[src/design/psg_pkg.sv]
`timescale 1ns / 1ps
`default_nettype none

package psg_pkg;

	localparam int PIPE_DEPTH = 9;
	localparam int CFG_INDEX_W = 2;
	localparam int CFG_DATA_W = 2;
	localparam int QUOT_W = 12;
	localparam int RECIP_SHIFT = 52;

	localparam logic [31:0] LCG_MUL = 32'd1664525;
	localparam logic [31:0] LCG_ADD = 32'd1013904223;
	localparam logic [31:0] PAT_X_MUL = 32'd1717986918;
	localparam logic [31:0] PAT_Y_MUL = 32'd858993459;
	localparam logic [31:0] RECIP = 32'((64'd1 << RECIP_SHIFT) / 64'(LCG_MUL));

	typedef enum logic [1:0] {
		MODE_UNIFORM = 2'd0,
		MODE_MORTON  = 2'd1,
		MODE_SOBOL   = 2'd2,
		MODE_LINEAR  = 2'd3
	} seed_mode_t;

	typedef enum logic [CFG_INDEX_W-1:0] {
		REG_SEED_MODE   = 2'd0,
		REG_EXTRA_STEPS = 2'd1
	} reg_index_t;

	function automatic logic [31:0] lcg_next(input logic [31:0] s);
		lcg_next = LCG_MUL * s + LCG_ADD;
	endfunction

	function automatic logic [31:0] rev32(input logic [31:0] v);
		logic [31:0] r;
		for (int i = 0; i < 32; i++) begin
			r[i] = v[31-i];
		end
		rev32 = r;
	endfunction

	function automatic logic [15:0] rev16(input logic [15:0] v);
		logic [15:0] r;
		for (int i = 0; i < 16; i++) begin
			r[i] = v[15-i];
		end
		rev16 = r;
	endfunction

	function automatic logic [31:0] spread16(input logic [15:0] v);
		logic [31:0] r;
		for (int i = 0; i < 16; i++) begin
			r[2*i]   = v[i];
			r[2*i+1] = 1'b0;
		end
		spread16 = r;
	endfunction

	function automatic logic [31:0] fold16(input logic [31:0] e);
		fold16 = e ^ (e >> 16);
	endfunction

endpackage

`default_nettype wire

[src/design/psg_lcg_stage.sv]
`timescale 1ns / 1ps
`default_nettype none

module psg_lcg_stage (
	input  wire logic        clk,
	input  wire logic        load,
	input  wire logic        advance,
	input  wire logic [31:0] cur_seed,
	output logic      [31:0] next_seed
);

	logic [31:0] stepped;

	assign stepped = psg_pkg::lcg_next(cur_seed);

	always_ff @(posedge clk) begin
		if (load) begin
			next_seed <= advance ? stepped : cur_seed;
		end
	end

endmodule

`default_nettype wire

[src/design/pixel_seed_generator.sv]
// Throughput: one request per cycle; each of the nine stages holds only
// while its successor is full and stalled, so bubbles are squeezed out.
// Reset: all stage valid bits clear, seed_mode returns to morton (1)
// and extra_steps to 0; the configuration port is always ready.
`timescale 1ns / 1ps
`default_nettype none

module pixel_seed_generator (
	input  wire logic                              clk,
	input  wire logic                              arst_n,
	input  wire logic                              req_valid,
	output logic                                   req_stall,
	input  wire logic [15:0]                       pixel_x,
	input  wire logic [15:0]                       pixel_y,
	input  wire logic [15:0]                       sample_index,
	output logic                                   res_valid,
	input  wire logic                              res_stall,
	output logic      [31:0]                       seed,
	output logic      [31:0]                       lcg_value,
	input  wire logic                              cfg_valid,
	output logic                                   cfg_ready,
	input  wire logic [psg_pkg::CFG_INDEX_W-1:0]   cfg_index,
	input  wire logic [psg_pkg::CFG_DATA_W-1:0]    cfg_data
);

	psg_pkg::seed_mode_t seed_mode_q;
	logic [1:0]          extra_steps_q;

	logic [psg_pkg::PIPE_DEPTH:1]   vld_q;
	logic [psg_pkg::PIPE_DEPTH+1:1] rdy;

	// stage 1
	logic [31:0] x_spread, y_spread, e_xy, e_y, smp_rev, smp_mul, seed_pre;
	psg_pkg::seed_mode_t mode_s1, mode_s2, mode_s3, mode_s4;
	logic [1:0]  steps_s1, steps_s2, steps_s3, steps_s4, steps_s5, steps_s6, steps_s7;
	logic [31:0] seed_s1, seed_s2, seed_s3, seed_s4, seed_s5;
	logic [15:0] rev_s1, rev_s2, rev_s3, rev_s4;
	logic [31:0] px_s1, py_s1;
	// stages 2 to 5: linear pattern divide
	logic [31:0] n_s2, n_s3;
	logic [63:0] recip_prod;
	logic [psg_pkg::QUOT_W-1:0] q_s3, q_s4, q_fix;
	logic [31:0] r_s4, qd;
	logic [31:0] seed_s6, seed_s7, seed_s8, seed_s9, lcg_s9;

	assign cfg_ready = 1'b1;

	always_ff @(posedge clk or negedge arst_n) begin
		if (!arst_n) begin
			seed_mode_q   <= psg_pkg::MODE_MORTON;
			extra_steps_q <= 2'd0;
		end else if (cfg_valid && cfg_ready) begin
			case (cfg_index)
				psg_pkg::REG_SEED_MODE:   seed_mode_q   <= psg_pkg::seed_mode_t'(cfg_data);
				psg_pkg::REG_EXTRA_STEPS: extra_steps_q <= cfg_data;
				default: ;
			endcase
		end
	end

	// a stage takes new data when empty or when its successor moves
	always_comb begin
		rdy[psg_pkg::PIPE_DEPTH+1] = !res_stall;
		for (int k = psg_pkg::PIPE_DEPTH; k >= 1; k--) begin
			rdy[k] = !vld_q[k] || rdy[k+1];
		end
	end

	assign req_stall = !rdy[1];

	always_ff @(posedge clk or negedge arst_n) begin
		if (!arst_n) begin
			vld_q <= '0;
		end else begin
			if (rdy[1]) begin
				vld_q[1] <= req_valid;
			end
			for (int k = 2; k <= psg_pkg::PIPE_DEPTH; k++) begin
				if (rdy[k]) begin
					vld_q[k] <= vld_q[k-1];
				end
			end
		end
	end

	assign x_spread = psg_pkg::spread16(pixel_x);
	assign y_spread = psg_pkg::spread16(pixel_y);
	assign e_xy     = psg_pkg::rev32(y_spread | (x_spread << 1));
	assign e_y      = psg_pkg::rev32(y_spread);
	assign smp_rev  = {psg_pkg::rev16(sample_index), 16'h0000};
	assign smp_mul  = psg_pkg::LCG_ADD * {16'h0000, sample_index};

	// the sobol term of pixel_x lives only above bit 15 and drops out of the mask
	always_comb begin
		case (seed_mode_q)
			psg_pkg::MODE_UNIFORM: seed_pre = smp_rev;
			psg_pkg::MODE_MORTON:  seed_pre = psg_pkg::fold16(e_xy) ^ smp_mul;
			psg_pkg::MODE_SOBOL:   seed_pre = psg_pkg::fold16(e_y) + smp_rev;
			default:               seed_pre = 32'h0;
		endcase
	end

	always_ff @(posedge clk) begin
		if (rdy[1]) begin
			mode_s1  <= seed_mode_q;
			steps_s1 <= extra_steps_q;
			seed_s1  <= seed_pre;
			rev_s1   <= psg_pkg::rev16(sample_index);
			px_s1    <= {16'h0000, pixel_x} * psg_pkg::PAT_X_MUL;
			py_s1    <= {16'h0000, pixel_y} * psg_pkg::PAT_Y_MUL;
		end
	end

	always_ff @(posedge clk) begin
		if (rdy[2]) begin
			mode_s2  <= mode_s1;
			steps_s2 <= steps_s1;
			seed_s2  <= seed_s1;
			rev_s2   <= rev_s1;
			n_s2     <= px_s1 + py_s1 - psg_pkg::LCG_ADD;
		end
	end

	assign recip_prod = 64'(n_s2) * 64'(psg_pkg::RECIP);

	always_ff @(posedge clk) begin
		if (rdy[3]) begin
			mode_s3  <= mode_s2;
			steps_s3 <= steps_s2;
			seed_s3  <= seed_s2;
			rev_s3   <= rev_s2;
			n_s3     <= n_s2;
			q_s3     <= recip_prod[psg_pkg::RECIP_SHIFT +: psg_pkg::QUOT_W];
		end
	end

	assign qd = {{(32-psg_pkg::QUOT_W){1'b0}}, q_s3} * psg_pkg::LCG_MUL;

	always_ff @(posedge clk) begin
		if (rdy[4]) begin
			mode_s4  <= mode_s3;
			steps_s4 <= steps_s3;
			seed_s4  <= seed_s3;
			rev_s4   <= rev_s3;
			q_s4     <= q_s3;
			r_s4     <= n_s3 - qd;
		end
	end

	// estimate is at most one low
	assign q_fix = q_s4 + psg_pkg::QUOT_W'(r_s4 >= psg_pkg::LCG_MUL);

	always_ff @(posedge clk) begin
		if (rdy[5]) begin
			steps_s5 <= steps_s4;
			if (mode_s4 == psg_pkg::MODE_LINEAR) begin
				seed_s5 <= {{(32-psg_pkg::QUOT_W){1'b0}}, q_fix} ^ {rev_s4, 16'h0000};
			end else begin
				seed_s5 <= seed_s4;
			end
		end
	end

	psg_lcg_stage u_adv1 (
		.clk       (clk),
		.load      (rdy[6]),
		.advance   (steps_s5 > 2'd0),
		.cur_seed  (seed_s5),
		.next_seed (seed_s6)
	);

	psg_lcg_stage u_adv2 (
		.clk       (clk),
		.load      (rdy[7]),
		.advance   (steps_s6 > 2'd1),
		.cur_seed  (seed_s6),
		.next_seed (seed_s7)
	);

	psg_lcg_stage u_adv3 (
		.clk       (clk),
		.load      (rdy[8]),
		.advance   (steps_s7 > 2'd2),
		.cur_seed  (seed_s7),
		.next_seed (seed_s8)
	);

	psg_lcg_stage u_value (
		.clk       (clk),
		.load      (rdy[9]),
		.advance   (1'b1),
		.cur_seed  (seed_s8),
		.next_seed (lcg_s9)
	);

	always_ff @(posedge clk) begin
		if (rdy[6]) begin
			steps_s6 <= steps_s5;
		end
		if (rdy[7]) begin
			steps_s7 <= steps_s6;
		end
		if (rdy[9]) begin
			seed_s9 <= seed_s8;
		end
	end

	assign res_valid = vld_q[psg_pkg::PIPE_DEPTH];
	assign seed      = seed_s9;
	assign lcg_value = lcg_s9;

endmodule

`default_nettype wire
[config.mk]
export PLATFORM = sky130hd
export DESIGN_NAME = pixel_seed_generator
export DESIGN_NICKNAME = d
export VERILOG_FILES = /design/src/design/psg_pkg.sv /design/src/design/psg_lcg_stage.sv /design/src/design/pixel_seed_generator.sv
export SDC_FILE = /design/constraint.sdc
export NUM_CORES = 2
export LEC_CHECK = 0
export ABC_AREA = 1
export BUFFER_PORTS_ARGS = -buffer_cell sky130_fd_sc_hd__buf_2
export CELL_PAD_IN_SITES_DETAIL_PLACEMENT = 1
export CELL_PAD_IN_SITES_GLOBAL_PLACEMENT = 2
export CORE_MARGIN = 3
export CORE_UTILIZATION = 40
export CTS_CLUSTER_SIZE = 25
export DETAILED_ROUTE_END_ITERATION = 8
export PLACE_DENSITY = 0.76
export RECOVER_POWER = 25
export SLEW_MARGIN = 5
export SYNTH_ARGS = -nofsm -noshare
export SYNTH_HDL_FRONTEND = slang
export SYNTH_SLANG_ARGS = --single-unit
[constraint.sdc]
create_clock -name clk -period 12.5 [get_ports clk]
set_input_delay 2.5 -clock clk [delete_from_list [all_inputs] [get_ports clk]]
set_output_delay 2.5 -clock clk [all_outputs]
set_load 0.01 [all_outputs]
==> impl_results.md <==
* Die H at 474.7 µm
* Total count of hold-check failures in the final report at 0
* Delay of the slowest cell on the worst path at 0.64 ns
* GRT met1 Usage at 33.32%
* Number of warnings issued by yosys at 0
* Maximum fanout along the worst path at 66
* Area growth from synthesis to layout at 7.355%
* Number of clock buffers inserted by TritonCTS at 69
* Distinct cell type count after synthesis at 57
* Clock-pin slew on the worst setup and hold paths at 0.06 ns
* CTS tree: done
* Violated checks: max-capacitance violations, max-slew violations
* Post-route clock period utilization at 79.52%
* Count of max-cap constraint violations at 13
* Element type at the critical path start: primary input
* Hold bufs inserted after CTS at 0
* HPWL after detailed placement at 239000 µm
* Core region area at 0.2178 mm²
* Unrepaired setup endpoints after global routing: no
* Number of flops mapped to enable cells by yosys at 589
* Cell with the most instances on the worst path: inv_2
* Transition time at the pin with the least slew margin at 2.158 ns
* Via Count at 62440
* Outcome: finished, violations left
* Final critical-path required period at 9.939 ns
* Commonest cells after routing, fill and taps aside: 2552 x inv_1, 1470 x ha_1, 1248 x fa_1
* Async SR Flop Fraction at 2.159%
* Clock tree buffer depth at 3
* Setup bufs post-CTS at 0
* Sequential cell area fraction in the yosys report at 20.50%
* Clk_lat worst skew at 0.69 ns
* CP Data Arrival Time at 7.44 ns
* Critical path data required time at 10.00 ns
* Routed len/inst at 21.98 µm
* Post-route core utilization at 43.32%
* Global placer's final weighted congestion at 0.9153
* Busiest grt layer: met2
* GR met3 Demand/Resource at 2.154%
* Fmax at 100.6 MHz
* Number of nets in the synthesized netlist at 12060
* CTS Root Buffer Type: clkbuf_16
* Number of pins exceeding their max-slew limit in the final report at 244
* Flip-flop and latch count after synthesis at 602
* Final setup slack of the worst path at 2.561 ns
* Pin count of the biggest net entering global routing at 69
* Drt initial violations at 2882
* Ratio of cells with drive above 1 in the final layout at 3.241%
* Site row count at 171
* HP Class: reg -> reg
* Number of placed I/O pins at 124
* Initial Util at 40.35%
* Met2 track demand over resource in global routing at 42.90%
* Sum of routed wire length over all layers at 272400 µm
* Headroom to the max-slew limit at -43.87%
* Total congestion overflow after global routing at 0
* Count of instances resized after the clock tree is built at 0
* DIE WIDTH at 474.7 µm
* Total negative slack at 0 ns
* Number of sinks handled by clock tree synthesis at 602
* Number of global-route vias before repair at 70130
* Endpoints failing setup at 0
* Leading register cell type out of synthesis: edfxtp_1
* Post-synth design cell area at 0.08788 mm²
* Cell with the largest stage delay on the worst path: buf_4
* Number of fillers in the final layout at 25090
* Most common cell after layout, fill and taps aside: inv_1
* Final net count at 12260
* Syn Inst Count at 9289
* Wire length of the first global-routing pass at 421300 µm
* Total DRC errors in the routed layout at 0
* Antenna Nets Post-Route at 0
* Critical path endpoint category: primary output
* Number of vias per cell after detailed routing at 5.038
* First-pass DRT Iterations at 5
* Cell-by-cell listing of the critical path: buf_2, nand2_2, buf_4, nor2_2, inv_2, nor2_2, inv_2, nor2_2, inv_2, nor2_2, inv_2, nor2_4, nand2_4, nor2_4, nand2_4, inv_2, buf_2
* Full die area at 0.2254 mm²
* Total of buffers placed on input and output ports at 122
* Critical setup path kind: in -> out
* Mean post-synth cell area at 9.461 µm²
* Number of antenna violations at the first check in global routing at 10
* All-Layer GR Usage at 24.66%
* Place WS at 2.507 ns
* H-tree level count at 3
* Clock Skew at 0.03930 ns
==> registers in the layout, summed over array words and instances, names as in the netlist, 9 cells and up <==
name	count
n_s2	32
n_s3	32
px_s1	31
py_s1	32
q_s3	12
q_s4	12
r_s4	32
rev_s1	16
rev_s2	16
rev_s3	16
rev_s4	16
seed	32
seed_s1	32
seed_s2	32
seed_s3	32
seed_s4	32
seed_s5	32
u_adv1.next_seed	32
u_adv2.next_seed	32
u_adv3.next_seed	32
u_value.next_seed	32
vld_q	9
==> final cells by class <==
class / instances / area [µm²] / area share [%]
Antenna cell: 3 / 7.507 / 0.007957
Clock inverter: 41 / 454.2 / 0.4814
Tap cell: 2854 / 3571 / 3.785
Sequential cell: 602 / 18010 / 19.09
Timing Repair Buffer: 159 / 767.0 / 0.8130
Clock buffer: 82 / 1815 / 1.924
Multi-Input combinational cell: 6091 / 60100 / 63.71
Inverter: 2560 / 9612 / 10.19
==> critical path: cells and delay by family <==
| kind | cells | cell delay, ns |
|---|---|---|
| buffers and inverters | 8 | 3.30 |
| and+or+nand+nor | 9 | 1.51 |
==> metal layers <==
layer | wire length (µm) | up-vias
li1 | - | 29440
met4 | 6559 | 6
met5 | 30 | -
met3 | 8780 | 276
met1 | 123500 | 31750
met2 | 133500 | 965
==> through the flow <==
step                hold WS (ns)  cells  cell area (µm²)
detailed placement        0.4065  12270            92200
floorplan                 0.4003   9289            87880
CTS                       0.4085  12390            94470
finish                    0.4091  12390            94340
global placement          0.4008  12270            92200
global route              0.4209  12390            94340
==> cells in the mapped netlist (6+ instances only) <==
cell type,instances,area (µm²)
xnor2_1,93,814.5
a31oi_1,22,137.6
xor2_1,182,1594
fa_1,1248,24980
nor2_1,432,1622
o21ai_2,9,78.83
a21o_1,47,352.8
nand4_1,83,519.3
buf_2,8,40.04
a21boi_0,18,135.1
o21a_1,16,120.1
nand2_1,1189,4463
o21ai_0,301,1506
nand3b_1,24,180.2
ha_1,1470,18390
o31ai_1,7,52.55
o21ai_1,8,40.04
dfrtp_1,12,300.3
o22ai_1,11,68.82
or2_1,6,37.54
nand3_1,312,1562
nor4_1,23,143.9
clkbuf_1,26,97.59
edfxtp_1,589,17690
o211ai_1,15,112.6
nor3_1,44,220.2
a21oi_1,385,1927
inv_1,2555,9590
o21bai_1,44,330.3
or2_2,56,350.3
==> final timing paths <==
check	start	endpoint	slack [ns]	cells after the start
worst max-delay path	res_stall	req_stall	2.56	17
max in group asynchronous	arst_n	extra_steps_q[1]	9.35	1
min in group asynchronous	arst_n	vld_q[9]	2.16	1
worst min register to register	steps_s4[0]	steps_s5[0]	0.41	0
worst max register to register	n_s2[18]	q_s3[7]	4.58	26
worst min-delay path	steps_s4[0]	steps_s5[0]	0.41	0
==> cells by family (layout without fill, tap and decap cells) <==
group / Yosys count / after routing / share of synthesized area (%)
and+or+nand+nor: 2196 / 2196 / 10.59
other: 1 / 4 / 0.004267
DFF: 602 / 602 / 20.50
xor gates and xnor gates: 275 / 275 / 2.741
adders and majority gates: 2718 / 2718 / 49.36
buffers and inverters: 2596 / 2842 / 11.10
AOI/OAI and AO/OA: 901 / 901 / 5.702
Power is left out: the tool's default activity adds up to more than one toggle a clock period on the data nets, which glitch-free logic cannot reach.
